$ cat src/design/text_console_writer_assert.svh
`ifndef TEXT_CONSOLE_WRITER_ASSERT_SVH
`define TEXT_CONSOLE_WRITER_ASSERT_SVH

// clocked check, off while reset is held
`define TCW_ASSERT(label, prop, msg) \
  label: assert property (@(posedge clk) disable iff (!rst_n) prop) \
    else $error(msg);

// check that applies to a result beat on offer
`define TCW_ASSERT_OUT(label, prop, msg) \
  `TCW_ASSERT(label, out_valid |-> (prop), msg)

`endif

$ cat src/design/tcw_pkg.sv
package tcw_pkg;

  // screen geometry
  localparam int COLUMNS = 80;
  localparam int ROWS    = 25;
  localparam int CELLS   = COLUMNS * ROWS;

  localparam int COL_W  = $clog2(COLUMNS);
  localparam int ROW_W  = $clog2(ROWS);
  localparam int ADDR_W = $clog2(CELLS);
  localparam int CW1    = COL_W + 1;
  localparam int RW1    = ROW_W + 1;

  // port field widths
  localparam int FUNC_W = 2;
  localparam int CHAR_W = 8;
  localparam int ATTR_W = 8;
  localparam int TCOL_W = 7;
  localparam int TROW_W = 5;
  localparam int OCOL_W = 7;
  localparam int OROW_W = 5;
  localparam int POS_W  = 11;
  localparam int CELL_W = 16;

  // queue between front and back
  localparam int QDEPTH = 2;
  localparam int QPTR_W = $clog2(QDEPTH);
  localparam int QCNT_W = $clog2(QDEPTH + 1);

  // function codes
  localparam logic [FUNC_W-1:0] FUNC_PUT   = 2'd0;
  localparam logic [FUNC_W-1:0] FUNC_MOVE  = 2'd1;
  localparam logic [FUNC_W-1:0] FUNC_CLEAR = 2'd2;
  localparam logic [FUNC_W-1:0] FUNC_READ  = 2'd3;

  // character codes
  localparam logic [CHAR_W-1:0] CH_NEWLINE   = 8'd10;
  localparam logic [CHAR_W-1:0] CH_RETURN    = 8'd13;
  localparam logic [CHAR_W-1:0] CH_TAB       = 8'd9;
  localparam logic [CHAR_W-1:0] CH_BACKSPACE = 8'd8;
  localparam logic [CHAR_W-1:0] CH_BLANK     = 8'h20;

  localparam logic [ATTR_W-1:0] RESET_ATTR = 8'h07;
  localparam int                TAB_STEP   = 8;

  // sweep bounds
  localparam logic [ADDR_W-1:0] LAST_CELL   = ADDR_W'(CELLS - 1);
  localparam logic [ADDR_W-1:0] SCROLL_LAST = ADDR_W'((ROWS - 1) * COLUMNS - 1);
  localparam logic [ADDR_W-1:0] FILL_FIRST  = ADDR_W'((ROWS - 1) * COLUMNS);

  typedef enum logic [2:0] {
    OP_PRINT,
    OP_NEWLINE,
    OP_RETURN,
    OP_TAB,
    OP_BACKSPACE,
    OP_MOVE,
    OP_CLEAR,
    OP_READ
  } op_kind_t;

  typedef struct packed {
    op_kind_t                kind;
    logic [CHAR_W-1:0]       ch;
    logic [COL_W-1:0]        col;
    logic [ROW_W-1:0]        row;
    logic                    in_range;
  } op_t;

  typedef struct packed {
    logic valid;
    op_t  op;
  } q_head_t;

  typedef struct packed {
    logic space;
    logic init_busy;
  } accept_ctl_t;

  typedef struct packed {
    logic [OCOL_W-1:0] col;
    logic [OROW_W-1:0] row;
    logic [POS_W-1:0]  pos;
    logic [CELL_W-1:0] entry;
    logic              accepted;
  } res_t;

  function automatic logic [CELL_W-1:0] make_cell(input logic [ATTR_W-1:0] attr,
                                                   input logic [CHAR_W-1:0] ch);
    return {attr, ch};
  endfunction

  function automatic logic [ADDR_W-1:0] cell_addr(input logic [ROW_W-1:0] row,
                                                   input logic [COL_W-1:0] col);
    return ADDR_W'(row) * ADDR_W'(COLUMNS) + ADDR_W'(col);
  endfunction

  function automatic res_t make_result(input logic [COL_W-1:0]  col,
                                       input logic [ROW_W-1:0]  row,
                                       input logic [CELL_W-1:0] entry,
                                       input logic              acc);
    res_t r;
    r.col      = OCOL_W'(col);
    r.row      = OROW_W'(row);
    r.pos      = POS_W'(cell_addr(row, col));
    r.entry    = entry;
    r.accepted = acc;
    return r;
  endfunction

endpackage

$ cat src/design/tcw_front.sv
module tcw_front (
  input  logic                        in_valid,
  output logic                        in_ready,
  input  logic [tcw_pkg::FUNC_W-1:0]  in_func,
  input  logic [tcw_pkg::CHAR_W-1:0]  in_char_code,
  input  logic [tcw_pkg::TCOL_W-1:0]  in_target_col,
  input  logic [tcw_pkg::TROW_W-1:0]  in_target_row,
  input  tcw_pkg::accept_ctl_t        ctl,
  output logic                        push,
  output tcw_pkg::op_t                op
);
  import tcw_pkg::*;

  always_comb begin
    in_ready = ctl.space && !ctl.init_busy;
    push     = in_valid && in_ready;

    op.ch       = in_char_code;
    op.col      = COL_W'(in_target_col);
    op.row      = ROW_W'(in_target_row);
    op.in_range = (32'(in_target_col) < COLUMNS) && (32'(in_target_row) < ROWS);

    unique case (in_func)
      FUNC_PUT: begin
        unique case (in_char_code)
          CH_NEWLINE:   op.kind = OP_NEWLINE;
          CH_RETURN:    op.kind = OP_RETURN;
          CH_TAB:       op.kind = OP_TAB;
          CH_BACKSPACE: op.kind = OP_BACKSPACE;
          default:      op.kind = OP_PRINT;
        endcase
      end
      FUNC_MOVE:  op.kind = OP_MOVE;
      FUNC_CLEAR: op.kind = OP_CLEAR;
      FUNC_READ:  op.kind = OP_READ;
      default:    op.kind = OP_READ;
    endcase
  end

endmodule

$ cat config.mk
export PLATFORM = sky130hd
export DESIGN_NAME = tcw_front
export DESIGN_NICKNAME = d
export VERILOG_FILES = /design/src/design/text_console_writer_assert.svh /design/src/design/tcw_pkg.sv /design/src/design/tcw_front.sv
export SDC_FILE = /design/constraint.sdc
export NUM_CORES = 1
export LEC_CHECK = 0
export ABC_AREA = 0
export BUFFER_PORTS_ARGS = -buffer_cell sky130_fd_sc_hd__buf_2
export CORE_AREA = 2 2 39 41
export DETAILED_ROUTE_END_ITERATION = 12
export DIE_AREA = 0 0 41 43
export PLACE_DENSITY = 0.65
export SYNTH_ARGS = -nofsm -noshare
export SYNTH_HDL_FRONTEND = slang
export SYNTH_SLANG_ARGS = --single-unit
$ cat constraint.sdc
create_clock -name vclk -period 1.8
set_input_delay 0.36 -clock vclk [all_inputs]
set_output_delay 0.36 -clock vclk [all_outputs]
set_load 0.02 [all_outputs]
== Word level (Yosys, flattened, before mapping) ==
Index checks and enable logic that the tools add are counted.
W data, S select, Z words.

* $lt $le $gt $ge: 2
* Equality and inequality tests: 7
* Multiplexer cells: 2
* Reduce and logical (&&, ||, !) cells: 5

{| class="wikitable"
|+ Operator list
! kind !! number
|-
| $eq A8 B4 Y1 const B || 4
|-
| $pmux W3 S4 || 2
|-
| $lt A7 B7 Y1 const B || 1
|-
| $lt A5 B5 Y1 const B || 1
|-
| $eq A2 B2 Y1 const B || 2
|-
| $logic_and A1 B1 Y1 || 3
|-
| $eq A2 B1 Y1 const B || 1
|-
| $logic_not A2 Y1 || 1
|-
| $logic_not A1 Y1 || 1
|}

* Register bits after elaboration: 0
* Word-level logic and storage cells: 16

== Depth between registers and ports, before layout ==
* Depth in word-level cells: 3
* Depth in mapped cells: 2
* Depth with buffers taken out: 2

== Worst setup path after synthesis ==
No wires, ideal clock.

* Kind: input-to-output
* Start: input port ctl[1] in the netlist's numbering
* End: output port push
* Arrival time: 1.011 ns
* Data required time: 1.440 ns
* Setup slack: 0.429 ns
* Cell stages on the path: 2
* Path buffers: 0
* Path through: nor2b_1 > and2_1

* Cells in the longest elaborated chain, start to end: 2

{| class="wikitable"
|+ RTL lines
! what !! RTL line !! text
|-
| from (decl) || tcw_front.sv:8 || <nowiki>input tcw_pkg::accept_ctl_t ctl,</nowiki>
|-
| $logic_and A1 B1 Y1 || tcw_front.sv:15 || <nowiki>in_ready = ctl.space && !ctl.init_busy;</nowiki>
|-
| $logic_and A1 B1 Y1 || tcw_front.sv:16 || <nowiki>push = in_valid && in_ready;</nowiki>
|-
| to (decl) || tcw_front.sv:9 || <nowiki>output logic push,</nowiki>
|}

Every way passes these cells.

==> summary.txt <==
Synthesis
  • Top cell type's share of synthesized area: 57.1%
  • Post-synth cell types: 13
  • Netlist Area Pre-Place: 263 um2
  • Top post-synthesis cells by area: buf_4, nor4_4, a31o_2, and2_1, a41o_1
  • Post-Syn Instances: 34
  • Post-Syn Area per Cell: 7.73 um2
  • Mapped Nets: 59
  • Register area share after synthesis: 0%
  • Area leader, netlist: buf_4
  • Ys Warns: 0

GRT
  • Global Route Usage Sum: 5.89%
  • Initial antenna violation count: 0
  • First-pass GRT wire length: ~800 um
  • Grt total ovfl: 0
  • Largest net degree at the start of global routing: 5
  • Vias in the first global route: 223

Cells and area
  • Synth-to-Final Area Change: 32.4%
  • Seq_cells: 0
  • Commonest non-fill, non-tap cells in the layout: buf_2, a31o_2, and2_1
  • FF/Latch Area: 0 um2
  • Fillers: approximately 160
  • N_diodes: 0
  • Finished Cell Area: 348 um2
  • Commonest non-fill, non-tap cell in the layout: buf_2
  • Fin nets: 84
  • Layout cells sized above 1: ~82%
  • Clock buf count: 0

Critical path
  • Crit path cell chain: buf_2 -> nor4_4 -> a41o_1 -> buf_2
  • Critical Path Sink Type: output pin
  • CP dominant cell by count: buf_2
  • Startpoint types: input pin
  • Crit path kind: input pin to output pin
  • Slowest stage delay, CP: 310 ps
  • WP data arrival: roughly 1200 ps
  • CP Data Required Time: 1440 ps
  • Crit-path max FO: 3
  • Slowest stage cell, crit path: nor4_4

Route
  • Wire length per cell: 8.52 um
  • WL final: 622 um
  • Starting DRC count in detailed routing: 3
  • 1st-pass router iterations: 2
  • Routed vias/inst: 3.85
  • DR vias: roughly 280
  • DRT antenna net count: 0
  • # DRC: 0

Die
  • Core Area: 1380 um2
  • Die area: 1760 um2
  • Initial core utilization: 19.0%
  • Die X: 41 um
  • Ports: 51
  • Num rows: 14
  • Die height: ~43 um

Job
  • Max Cap Viol: 0

Power
  • PD cells: 300 nW/um2
  • Leakage: approximately 0.2 nW
  • Worst VDD drop: 0.0918 mV
  • Pwr Total: 0.104 mW

Timing
  • Period utilisation layout: between 80 and 90%
  • FMAX: roughly 660 MHz
  • Actual slew at the worst max-slew pin: 267 ps
  • Slew headroom: approximately 82%
  • Final Hold Viols: 0
  • RSZ-0062 raised after global routing: false
  • Final setup viols: 0
  • Post-route minimum period: 1520 ps
  • Max-slew violations: 0
  • Final setup TNS: 0 ps

Min path
  • Hold path cells: 0
  • Hold WC Path Type: input pin to output pin
  • Hold Startpoint: in_target_col[0]
  • Hold path endpoint: op[6]

Placement
  • Placed cell area: about 350 um2
  • Port Buffer Count: 43
  • Hpwl dp: 591 um
  • Final Wtd Congestion: between 0.5 and 0.6

Clock tree
  • Post-cts resize count: 0
  • Setup bufs post-CTS: 0
  • CTS hold repair buffers: 0

Status
  • Outcome: finished, final reports clean
-- layout make-up --
| type | instances | area [um2] | area share (%) |
|---|---|---|---|
| Tap cell | 16 | 20.0 | 5.76 |
| Timing Repair Buffer | 43 | 215 | 61.9 |
| Multi-Input combinational cell | 14 | 113 | 32.4 |
-- cells by family after synthesis --
kind of cell | share of synthesized area [%]
compound gates | 15.7
xor+xnor | 3.33
buf+inv | 57.1
simple gates | 23.8
-- critical path, delay by kind of cell --
family	cells	cell delay, ps
AND/OR/NAND/NOR	1	310
AO/OA/AOI/OAI	1	210
buffers and inverters	2	280
-- worst max path at each step --
stage	start	to	slack, ps	depth (start not counted)
floorplan	ctl[1]	push	430	2
global placement	in_char_code[5]	op[21]	280	4
detailed placement	in_char_code[5]	op[21]	270	4
CTS	in_char_code[5]	op[21]	270	4
global route	in_char_code[5]	op[21]	230	4
finish	in_char_code[5]	op[21]	280	4
-- routing by layer --
| metal | up-vias | track usage (%) | wire length [um] |
|---|---|---|---|
| li1 | 144 | - | - |
| met1 | 123 | 6.65 | 197 |
| met2 | 14 | 11.9 | 364 |
| met3 | 0 | 0 | 59 |
| met4 | 0 | 0 | 0 |
| met5 | - | 0 | 0 |
-- Yosys cell counts --
master / instances
xor2_1: 1
nor4_4: 1
o311ai_0: 1
nor3_1: 1
o21ai_0: 1
a41o_1: 1
nor3b_1: 1
buf_4: 20
or2_2: 1
nor2b_1: 1
a31o_2: 2
nor2_1: 1
and2_1: 2
-- per-stage QoR --
stage	util (%)	hold WS, ps	std cells	worst slack (ps)
floorplan	-	803	34	429
global placement	25.1	720	73	280
detailed placement	25.1	720	73	268
CTS	25.1	720	73	266
global route	25.1	720	73	230
finish	25.1	720	73	281
-- power by group --
group	total, mW	leakage [nW]	switching, mW	internal (mW)
logic	0.104	0.205	0.0614	0.0428
registers	0	0	0	0
clock network	0	0	0	0
Power figures use the tool's default switching activity.
