**src/design/text_console_writer_assert.svh**
```systemverilog
`ifndef TEXT_CONSOLE_WRITER_ASSERT_SVH
`define TEXT_CONSOLE_WRITER_ASSERT_SVH

// clocked check, off while reset is held
`define TCW_ASSERT(label, prop, msg) \
  label: assert property (@(posedge clk) disable iff (!rst_n) prop) \
    else $error(msg);

// check that applies to a result beat on offer
`define TCW_ASSERT_OUT(label, prop, msg) \
  `TCW_ASSERT(label, out_valid |-> (prop), msg)

`endif

```
**src/design/tcw_pkg.sv**
```systemverilog
package tcw_pkg;

  // screen geometry
  localparam int COLUMNS = 80;
  localparam int ROWS    = 25;
  localparam int CELLS   = COLUMNS * ROWS;

  localparam int COL_W  = $clog2(COLUMNS);
  localparam int ROW_W  = $clog2(ROWS);
  localparam int ADDR_W = $clog2(CELLS);
  localparam int CW1    = COL_W + 1;
  localparam int RW1    = ROW_W + 1;

  // port field widths
  localparam int FUNC_W = 2;
  localparam int CHAR_W = 8;
  localparam int ATTR_W = 8;
  localparam int TCOL_W = 7;
  localparam int TROW_W = 5;
  localparam int OCOL_W = 7;
  localparam int OROW_W = 5;
  localparam int POS_W  = 11;
  localparam int CELL_W = 16;

  // queue between front and back
  localparam int QDEPTH = 2;
  localparam int QPTR_W = $clog2(QDEPTH);
  localparam int QCNT_W = $clog2(QDEPTH + 1);

  // function codes
  localparam logic [FUNC_W-1:0] FUNC_PUT   = 2'd0;
  localparam logic [FUNC_W-1:0] FUNC_MOVE  = 2'd1;
  localparam logic [FUNC_W-1:0] FUNC_CLEAR = 2'd2;
  localparam logic [FUNC_W-1:0] FUNC_READ  = 2'd3;

  // character codes
  localparam logic [CHAR_W-1:0] CH_NEWLINE   = 8'd10;
  localparam logic [CHAR_W-1:0] CH_RETURN    = 8'd13;
  localparam logic [CHAR_W-1:0] CH_TAB       = 8'd9;
  localparam logic [CHAR_W-1:0] CH_BACKSPACE = 8'd8;
  localparam logic [CHAR_W-1:0] CH_BLANK     = 8'h20;

  localparam logic [ATTR_W-1:0] RESET_ATTR = 8'h07;
  localparam int                TAB_STEP   = 8;

  // sweep bounds
  localparam logic [ADDR_W-1:0] LAST_CELL   = ADDR_W'(CELLS - 1);
  localparam logic [ADDR_W-1:0] SCROLL_LAST = ADDR_W'((ROWS - 1) * COLUMNS - 1);
  localparam logic [ADDR_W-1:0] FILL_FIRST  = ADDR_W'((ROWS - 1) * COLUMNS);

  typedef enum logic [2:0] {
    OP_PRINT,
    OP_NEWLINE,
    OP_RETURN,
    OP_TAB,
    OP_BACKSPACE,
    OP_MOVE,
    OP_CLEAR,
    OP_READ
  } op_kind_t;

  typedef struct packed {
    op_kind_t                kind;
    logic [CHAR_W-1:0]       ch;
    logic [COL_W-1:0]        col;
    logic [ROW_W-1:0]        row;
    logic                    in_range;
  } op_t;

  typedef struct packed {
    logic valid;
    op_t  op;
  } q_head_t;

  typedef struct packed {
    logic space;
    logic init_busy;
  } accept_ctl_t;

  typedef struct packed {
    logic [OCOL_W-1:0] col;
    logic [OROW_W-1:0] row;
    logic [POS_W-1:0]  pos;
    logic [CELL_W-1:0] entry;
    logic              accepted;
  } res_t;

  function automatic logic [CELL_W-1:0] make_cell(input logic [ATTR_W-1:0] attr,
                                                   input logic [CHAR_W-1:0] ch);
    return {attr, ch};
  endfunction

  function automatic logic [ADDR_W-1:0] cell_addr(input logic [ROW_W-1:0] row,
                                                   input logic [COL_W-1:0] col);
    return ADDR_W'(row) * ADDR_W'(COLUMNS) + ADDR_W'(col);
  endfunction

  function automatic res_t make_result(input logic [COL_W-1:0]  col,
                                       input logic [ROW_W-1:0]  row,
                                       input logic [CELL_W-1:0] entry,
                                       input logic              acc);
    res_t r;
    r.col      = OCOL_W'(col);
    r.row      = OROW_W'(row);
    r.pos      = POS_W'(cell_addr(row, col));
    r.entry    = entry;
    r.accepted = acc;
    return r;
  endfunction

endpackage

```
**src/design/tcw_queue.sv**
```systemverilog
module tcw_queue (
  input  logic                 clk,
  input  logic                 rst_n,
  input  logic                 push,
  input  tcw_pkg::op_t         op_in,
  input  logic                 pop,
  output tcw_pkg::q_head_t     head,
  output logic                 space
);
  import tcw_pkg::*;

  op_t               slot_r [QDEPTH];
  logic [QPTR_W-1:0] wr_ptr_r;
  logic [QPTR_W-1:0] rd_ptr_r;
  logic [QCNT_W-1:0] count_r;

  function automatic logic [QPTR_W-1:0] ptr_inc(input logic [QPTR_W-1:0] p);
    return (p == QPTR_W'(QDEPTH - 1)) ? '0 : p + 1'b1;
  endfunction

  always_comb begin
    space      = count_r != QCNT_W'(QDEPTH);
    head.valid = count_r != '0;
    head.op    = slot_r[rd_ptr_r];
  end

  always_ff @(posedge clk) begin
    if (!rst_n) begin
      wr_ptr_r <= '0;
      rd_ptr_r <= '0;
      count_r  <= '0;
    end else begin
      if (push) wr_ptr_r <= ptr_inc(wr_ptr_r);
      if (pop)  rd_ptr_r <= ptr_inc(rd_ptr_r);
      case ({push, pop})
        2'b10:   count_r <= count_r + 1'b1;
        2'b01:   count_r <= count_r - 1'b1;
        default: count_r <= count_r;
      endcase
    end
  end

  always_ff @(posedge clk) begin
    if (push) slot_r[wr_ptr_r] <= op_in;
  end

endmodule

```
**config.mk**
```make
export PLATFORM = sky130hd
export DESIGN_NAME = tcw_queue
export DESIGN_NICKNAME = d
export VERILOG_FILES = /design/src/design/text_console_writer_assert.svh /design/src/design/tcw_pkg.sv /design/src/design/tcw_queue.sv
export SDC_FILE = /design/constraint.sdc
export NUM_CORES = 1
export LEC_CHECK = 0
export BUFFER_PORTS_ARGS = -buffer_cell sky130_fd_sc_hd__buf_4
export CAP_MARGIN = 40
export CORE_ASPECT_RATIO = 0.8
export CORE_MARGIN = 2
export CORE_UTILIZATION = 45
export DETAILED_ROUTE_END_ITERATION = 16
export PLACE_DENSITY = 0.7
export SLEW_MARGIN = 20
export SYNTH_ARGS = -nofsm -noshare
export SYNTH_HDL_FRONTEND = slang
export SYNTH_SLANG_ARGS = --single-unit
```
**constraint.sdc**
```tcl
create_clock -name clk -period 2.4 [get_ports clk]
set_clock_uncertainty 0.05 [all_clocks]
set_input_delay 0.48 -clock clk [delete_from_list [all_inputs] [get_ports clk]]
set_output_delay 0.48 -clock clk [all_outputs]
set_load 0.05 [all_outputs]
```
* After elaboration in Yosys (flattened, before gate mapping)
Memories as Yosys holds them, arrays and structs flattened. A register that Yosys moved wholly into a read port is not among the register bits.
Index checks and enable logic that the tools add are counted.
Widths: inputs -> output; s select.
** Cells by class
- $add $sub $neg :: 4
- Equality and inequality tests :: 3
- Muxes and demuxes :: 7
- Reduce and logical (&&, ||, !) cells :: 2
** Operators by type and width (number)
- $mux 1 :: 6
- $pmux 2 s2 :: 1
- $reduce_bool 2->1 :: 2
- $add 1x1->1 const B :: 2
- $add 2x1->2 const B :: 1
- $eq 2x1->1 const B :: 1
- $eq 2x2->1 const B :: 1
- $ne 2x2->1 const B :: 1
- $sub 2x1->2 const B :: 1
** Word-level totals
- Flip-flop bits (word level) :: 4
- Bits in writable memories :: 48
- Input bits :: 28
- Output and inout port bits :: 26
- Word-level logic and storage cells :: 20
- Memories :: 1
** Memory list
- slot_r :: depth 2, bits a word 24, rd ports 1, clocked after memory_dff 1, write ports 1, RTL line tcw_queue.sv:12 : op_t slot_r [QDEPTH];

* Depth between registers and ports, before layout
Gate-level depths: netlist (run 1).
- Depth after elaboration :: 4
- Mapped depth :: 5
- Gate-level depth less buffers :: 5

* Worst setup path before layout (run 1)
OpenSTA, ideal clock, no wires.
- Path kind :: in2reg
- Start :: input port push
- End :: memory slot_r[0][0] (netlist bit) (enable)
- Setup time :: 0.407 ns
- Data arrival time :: 1.581 ns
- Data required time :: 1.943 ns
- Setup slack :: 0.363 ns
- Cell stages on the path :: 2
- Path buffers :: 0
- Path through :: inv_1 nor2_1
** Between the ends
- Cells in the longest elaborated chain, start to end :: 2
** RTL lines
- start, declared :: RTL line tcw_queue.sv:4 : input logic push,
- $mux 1 :: RTL line tcw_queue.sv:44 : if (push) slot_r[wr_ptr_r] <= op_in;
- $mux 1 (implied by the code) :: RTL line tcw_queue.sv:44
- end, declared :: RTL line tcw_queue.sv:12
No other way between the ends.

==> results of run 1 <==
cells by family (layout without fill, tap and decap cells):
family | count (synthesis) | in the layout | share of synthesized area
simple gates | 9 | 9 | 0.02769
mux | 24 | 24 | 0.1391
fa+ha+maj | 1 | 1 | 0.006438
compound gates | 3 | 3 | 0.01030
buf+inv | 4 | 65 | 0.009655
flops | 53 | 53 | 0.7933
xor+xnor | 3 | 3 | 0.01352
Yosys cell counts, drive strengths merged:
cell type,number,area [sq um]
nor2b,1,6.260
or3,1,6.260
inv,1,3.750
edfxtp,48,1441
buf,3,15.01
o21ai,1,5.000
mux2,24,270.3
ha,1,12.51
nand2b,1,6.260
or2,1,6.260
o21a,1,7.510
and2,4,25.02
xor2,1,8.760
dfxtp,5,100.1
a21boi,1,7.510
xnor2,2,17.52
nor2,1,3.750
cell type report:
cell class              instances  area, sq um
flip-flops and latches         53         1541
repair buffers                 56        445.4
inverters                       1        3.754
well taps                      57        71.32
clock inverters                 2        13.76
fillers                       306         1634
clock buffers                   6        82.58
multi-input cells              40        385.4
per-layer routing:
| layer | global-route usage | vias to the layer above | routed length (um) | share of wire |
|---|---|---|---|---|
| met5 | 0 | - | 0 | 0 |
| met4 | 0.05357 | 0 | 21 | 0.0067 |
| met1 | 0.1752 | 486 | 1447 | 0.46 |
| li1 | - | 485 | - | - |
| met3 | 0.04046 | 2 | 158 | 0.051 |
| met2 | 0.2120 | 28 | 1498 | 0.48 |
through the flow:
step                cell area [sq um]  utilization  worst slack, ns  hold WS (ns)
floorplan                        1943            -           0.3628        0.4155
global route                     2544       0.6089           0.1042        0.2995
detailed placement               2447       0.5858           0.5307        0.4556
global placement                 2447       0.5858           0.5590        0.4277
finish                           2544       0.6089           0.2341        0.3158
CTS                              2544       0.6089           0.1913        0.3082
power by group:
| part | total, uW | switching (uW) | internal, uW |
|---|---|---|---|
| clock | 503 | 269 | 234 |
| combinational | 397 | 252 | 145 |
| sequential | 1080 | 20.7 | 1060 |
flip-flops by register name, indices dropped and copies added (netlist names), named ones only:
register / flops
count_r: 2
rd_ptr_r: 1
slot_r: 48
wr_ptr_r: 1
worst paths after layout:
check	start	endpoint	slack, ns	cells past startpoint
setup / recovery	register	head[21]	0.23	3
hold / removal	op_in[3]	slot_r[0][3]$_DFFE_PP_	0.32	1
setup reg to reg	wr_ptr_r$_SDFFE_PN0P_	slot_r[0][6]$_DFFE_PP_	1.06	2
hold reg to reg	count_r[1]$_SDFFE_PN0P_	count_r[1]$_SDFFE_PN0P_	0.46	2
==> out/results.ini, run 1 <==
[cells_and_area]
fin_cells = 215
antenna_cells = 0
final_cell_mix = buf_4, edfxtp_1, mux2_1
drive_gt1_frac = 0.4241
final_common_cell = buf_4
nNetsFinal = 186
syn2layout_area_growth_pct = 30.91

[sta]
fmax_mhz = 461.7
final-setup-viol-count = 0
tightest_slew_ns = 0.4104
min_period_over_period = 0.9025
drv_slew = 0
relSlewSlack = 0.7264
rsz0062_at_grt = no
setup_tns_ns = 0
hold_viol_final = 0
final.min_clock_period_ns = 2.166

[die]
die_h_um = 62.78
core-area_sq_um = 4178
initial_core_util = 0.4651
dieArea_sq_um = 4863
rows = 21
pin_count = 54
fp.dieW_um = 77.47

[worst_setup_path]
critPathBufInv = 2
cpLargestDelayFamily = flip-flops
slowest_stage = dfxtp_1
cp_cell_sequence = buf_12, mux2_1, buf_4
start_kind = register
crit_path_end_kind = primary output
cp_max_fo = 17
required_ns = 1.87
crit_type = register to primary output
crit_path_max_incr_delay_ns = 0.57
cp.arrival_ns = 1.64

[pwr]
p_leak_uw = 0.0009647
power.density_nw_per_um2 = 779.0
power.total_uw = 1981
vdd_drop_max_uv = 513.6

[global_route]
grt_antenna_before_repair = 0
grt_max_degree = 21
grt_first_pass_wirelength_um = 4830
grt_usage = 0.1342
grt-ovfl-total = 0
grt_pass1_vias = 1048

[synth]
ys_types = 18
syn_area_per_cell_sq_um = 20.03
yosys_warnings = 0
synth_seq_area_share = 0.7933
ys_ff_latch = 53
syn_inst = 97
synth_fp_nets = 126
syn_area_sq_um = 1943

[detailed_routing]
drtAntennaViolNets = 0
routed_wl_um = 3125
drt_iter0_markers = 47
vias = 1001
post_drt_via_cell_ratio = 4.656
wl_per_cell_um = 14.53
drc = 0
first_pass_iters = 3

[cts]
postCtsResizedCells = 0
post_cts_buffers = 0
cts-root-buf = clkbuf_8
ctsHoldBuffers = 0
clockBufferDepth = 2
cts-htree-levels = 2
clkLatencyLatePin_ns = 0.28
clkTransAtPathRegs_ns = 0.09
clkSinkCount = 53
cts_tree = built
cts-buffers-inserted = 5

[placed_design]
io_buffers = 53
place.gp.congestion = 0.6955
hpwlAfterDp_um = 2184
dp_cells = 207

[run]
cap_viol_max_count = 0

[status]
outcome = finished clean

[min_path]
hold_class = primary input to register

(Power assumes the default switching activity.)
==> run 2, diff against run 1 <==
Settings changed: GPL_TIMING_DRIVEN from default to 0, SLEW_MARGIN 20 to default.
==> out/results.ini, run 2 (synthesized netlist as in run 1, its figures left out) <==
[status]
outcome = finished clean

[sta]
setup_slack_ns = 0.2590
tightest_slew_ns = 0.6093
fmax_mhz = 467.1
final-setup-viol-count = 0
drv_slew = 0
setup_tns_ns = 0
hold_viol_final = 0
relSlewSlack = 0.5934
min_period_over_period = 0.8921
rsz0062_at_grt = no
final.min_clock_period_ns = 2.141
hold-worst-slack_ns = 0.3096

[detailed_routing]
drtAntennaViolNets = 0
first_pass_iters = 4
drt_iter0_markers = 29
routed_wl_um = 3078
post_drt_via_cell_ratio = 4.687
vias = 1017
wl_per_cell_um = 14.18
drc = 0

[global_route]
grt_first_pass_wirelength_um = 5057
grt-ovfl-total = 0
grt_pass1_vias = 1046
grt_antenna_before_repair = 0
grt_max_degree = 17
grt_usage = 0.1420

[cells_and_area]
antenna_cells = 0
max_flop_register = slot_r
syn2layout_area_growth_pct = 32.00
nNetsFinal = 188
final_cell_mix = buf_4, edfxtp_1, mux2_1
largest_reg_flops = 48
final_cell_area_sq_um = 2565
top_regs = slot_r x48, count_r x2
fillers = 333
drive_gt1_frac = 0.4313
final_common_cell = buf_4

[cts]
cts-root-buf = clkbuf_8
post_cts_buffers = 0
cts_tree = built
clockBufferDepth = 2
clkTransAtPathRegs_ns = 0.09
cts-buffers-inserted = 5
clkSinkCount = 53
clkLatencyLatePin_ns = 0.30
postCtsResizedCells = 0
cts-htree-levels = 2
ctsHoldBuffers = 0

[die]
initial_core_util = 0.4651
pin_count = 54
fp.dieW_um = 77.47
core-area_sq_um = 4178
rows = 21
dieArea_sq_um = 4863
die_h_um = 62.78

[min_path]
min_path_cells = 1
hold_class = primary input to register

[worst_setup_path]
cp_max_fo = 10
critPathBufInv = 3
slowest_stage = mux2_1
cp_cell_sequence = buf_2, buf_2, mux2_1, buf_4
crit_path_max_incr_delay_ns = 0.35
start_kind = register
crit_path_end_kind = primary output
crit_top_cell = buf_2
reg2regPathDepth = 2
required_ns = 1.87
cp.arrival_ns = 1.61
crit_type = register to primary output
cpLargestDelayFamily = buffers and inverters
cp.depth = 4

[placed_design]
place_area_sq_um = 2445
place.gp.congestion = 0.6619
dp_slack_ns = 0.5618
hpwlAfterDp_um = 2262
io_buffers = 53

[pwr]
p_leak_uw = 0.0009777
power.density_nw_per_um2 = 811.7
vdd_drop_max_uv = 465.3
power.total_uw = 2082

[run]
cap_viol_max_count = 0

run 2: cell count changes in the layout (fill, tap and decap cells not counted), sizes merged:
| cell | change |
|---|---|
| clkinvlp | +1 |
| clkinv | -2 |
| bufinv | +1 |
| buf | +2 |
run 2: worst reg2reg max path: stages (launching register included):
cell and delay (ns):
dfxtp_1 0.34, nor2_2 0.50, buf_8 0.25
run 2: report_power, final:
group	internal, uW	switching, uW
clock network	339	269
logic	142	255
registers	1060	15.4
run 2: worst paths after layout:
path	start	to	slack, ns
hold / removal	op_in[0]	slot_r[0][0]$_DFFE_PP_	0.31
setup reg to reg	wr_ptr_r$_SDFFE_PN0P_	slot_r[0][14]$_DFFE_PP_	0.96
setup / recovery	register	head[8]	0.26
hold reg to reg	count_r[1]$_SDFFE_PN0P_	count_r[1]$_SDFFE_PN0P_	0.46
run 2: routing by layer:
| metal | up-vias | global-route usage | wire [um] |
|---|---|---|---|
| met5 | - | 0 | 0 |
| met4 | 0 | 0.08036 | 72 |
| met3 | 6 | 0.04480 | 138 |
| met2 | 32 | 0.2446 | 1625 |
| met1 | 490 | 0.1552 | 1242 |
| li1 | 489 | - | - |
run 2: area by class of cell:
class,count,area [sq um],share of cell area
Buffer,3,15.01,0.005854
Clock buffer,6,82.58,0.03220
Clock inverter,2,37.54,0.01463
Inverter,1,3.754,0.001463
Multi-Input combinational cell,40,385.4,0.1502
Sequential cell,53,1541,0.6010
Tap cell,57,71.32,0.02780
Timing Repair Buffer,55,427.9,0.1668
run 2: per-stage QoR:
step | util | instances
after floorplan | - | 97
after global placement | 0.5774 | 207
after detailed placement | 0.5852 | 209
after CTS | 0.6140 | 217
after global routing | 0.6140 | 217
final | 0.6140 | 217
==> run 3, diff against run 2 <==
Settings changed: RECOVER_POWER from default to 100.
==> out/results.ini, run 3 (synthesized netlist as in run 1, its figures left out) <==
[placed_design]
place.gp.congestion = 0.6619
dp_cells = 209
hpwlAfterDp_um = 2262
io_buffers = 53

[die]
core-area_sq_um = 4178
die_h_um = 62.78
dieArea_sq_um = 4863
pin_count = 54
rows = 21
fp.dieW_um = 77.47
initial_core_util = 0.4651

[global_route]
grt_antenna_before_repair = 0
grt-ovfl-total = 0
grt_pass1_vias = 1046
grt_usage = 0.1420
grt_first_pass_wirelength_um = 5057
grt_max_degree = 17

[cts]
cts_tree = built
cts-buffers-inserted = 5
ctsHoldBuffers = 0
clkTransAtPathRegs_ns = 0.09
clockBufferDepth = 2
clkSinkCount = 53
clkLatencyLatePin_ns = 0.30
cts-htree-levels = 2
post_cts_buffers = 0
cts-root-buf = clkbuf_8
postCtsResizedCells = 0

[cells_and_area]
largest_reg_flops = 48
fillers = 362
top_regs = slot_r x48, count_r x2
drive_gt1_frac = 0.3500
fin_cells = 217
antenna_cells = 0
final_cell_mix = edfxtp_1, mux2_1, clkbuf_4
final_common_cell = edfxtp_1
nNetsFinal = 188
syn2layout_area_growth_pct = 26.92
fin_util = 0.5903
max_flop_register = slot_r

[sta]
final-setup-viol-count = 0
rsz0062_at_grt = no
final.min_clock_period_ns = 2.205
tightest_slew_ns = 0.9141
hold_viol_final = 0
fmax_mhz = 453.5
min_period_over_period = 0.9188
drv_slew = 0
relSlewSlack = 0.3884

[detailed_routing]
post_drt_via_cell_ratio = 4.691
wl_per_cell_um = 14.12
first_pass_iters = 3
drt_iter0_markers = 39
drtAntennaViolNets = 0
vias = 1018
drc = 0
routed_wl_um = 3065

[pwr]
switching_share = 0.2630
p_comb_frac = 0.175
power_frac_seq = 0.527
internal_power_uw = 1506
clkPwrFrac = 0.297
p_sw_uw = 537.2
vdd_drop_max_uv = 441.6
p_leak_uw = 0.0009237
power.density_nw_per_um2 = 828.3

[worst_setup_path]
cp_cell_sequence = buf_2, clkbuf_2, mux2_1, clkbuf_2
crit_path_max_incr_delay_ns = 0.36
crit_type = register to primary output
cp.arrival_ns = 1.68
cp_max_fo = 10
crit_top_cell = clkbuf_2
critPathBufInv = 3
required_ns = 1.87
cpLargestDelayFamily = buffers and inverters
start_kind = register
slowest_stage = mux2_1
crit_path_end_kind = primary output

[status]
outcome = finished clean

[run]
cap_viol_max_count = 0

[min_path]
hold_class = primary input to register

-- run 3: cell types whose count changed in the layout (fill, tap and decap cells not counted), moves of 2 or more --
cell and delta:
and2_1 -3, buf_8 -2, buf_4 -48, clkbuf_2 +19
clkbuf_1 +11, and2_0 +3, clkbuf_4 +20
-- run 3: layer usage --
layer,global-route usage,share of wire
met3,0.04480,0.041
met5,0,0
met2,0.2446,0.53
met1,0.1552,0.40
met4,0.08036,0.023
-- run 3: power groups by stage --
stage,combinational (uW),clock (uW),sequential [uW]
5_1_grt,380,657,1080
4_1_cts,404,626,1080
6_report,358,607,1080
2_1_floorplan,265,0,1090
3_3_place_gp,388,0,1100
3_5_place_dp,403,0,1100
-- run 3: layout make-up --
class	instances	area (sq um)	area share
Timing Repair Buffer	55	331.6	0.1344
Sequential cell	53	1541	0.6251
Tap cell	57	71.32	0.02892
Inverter	1	3.754	0.001522
Buffer	3	15.01	0.006088
Clock inverter	2	37.54	0.01522
Multi-Input combinational cell	40	382.9	0.1553
Clock buffer	6	82.58	0.03349
-- run 3: worst register-to-register path, stage by stage, from the launching register on --
cell and delay [ns]:
dfxtp_1 0.33, nor2_1 0.71, dlymetal6s2s_1 0.67
-- run 3: path summary, 6_finish.rpt --
path | end | slack [ns] | from | cells after the start
max | head[21] | 0.19 | register | 4
min | slot_r[0][0]$_DFFE_PP_ | 0.33 | op_in[0] | 1
max reg2reg | slot_r[0][14]$_DFFE_PP_ | 0.27 | wr_ptr_r$_SDFFE_PN0P_ | 2
min reg2reg | count_r[1]$_SDFFE_PN0P_ | 0.47 | count_r[1]$_SDFFE_PN0P_ | 2
-- run 3: through the flow --
stage / power (uW) / area [sq um] / setup WS [ns] / hold slack [ns] / setup TNS [ns]
floorplan: 1359 / 1943 / 0.3628 / 0.4155 / 0
global placement: 1483 / 2412 / -0.2437 / 0.4267 / -5.981
detailed placement: 1501 / 2445 / 0.5618 / 0.4536 / 0
CTS: 2107 / 2565 / 0.2197 / 0.2980 / 0
global route: 2120 / 2466 / 0.08784 / 0.3124 / 0
finish: 2043 / 2466 / 0.1948 / 0.3334 / 0
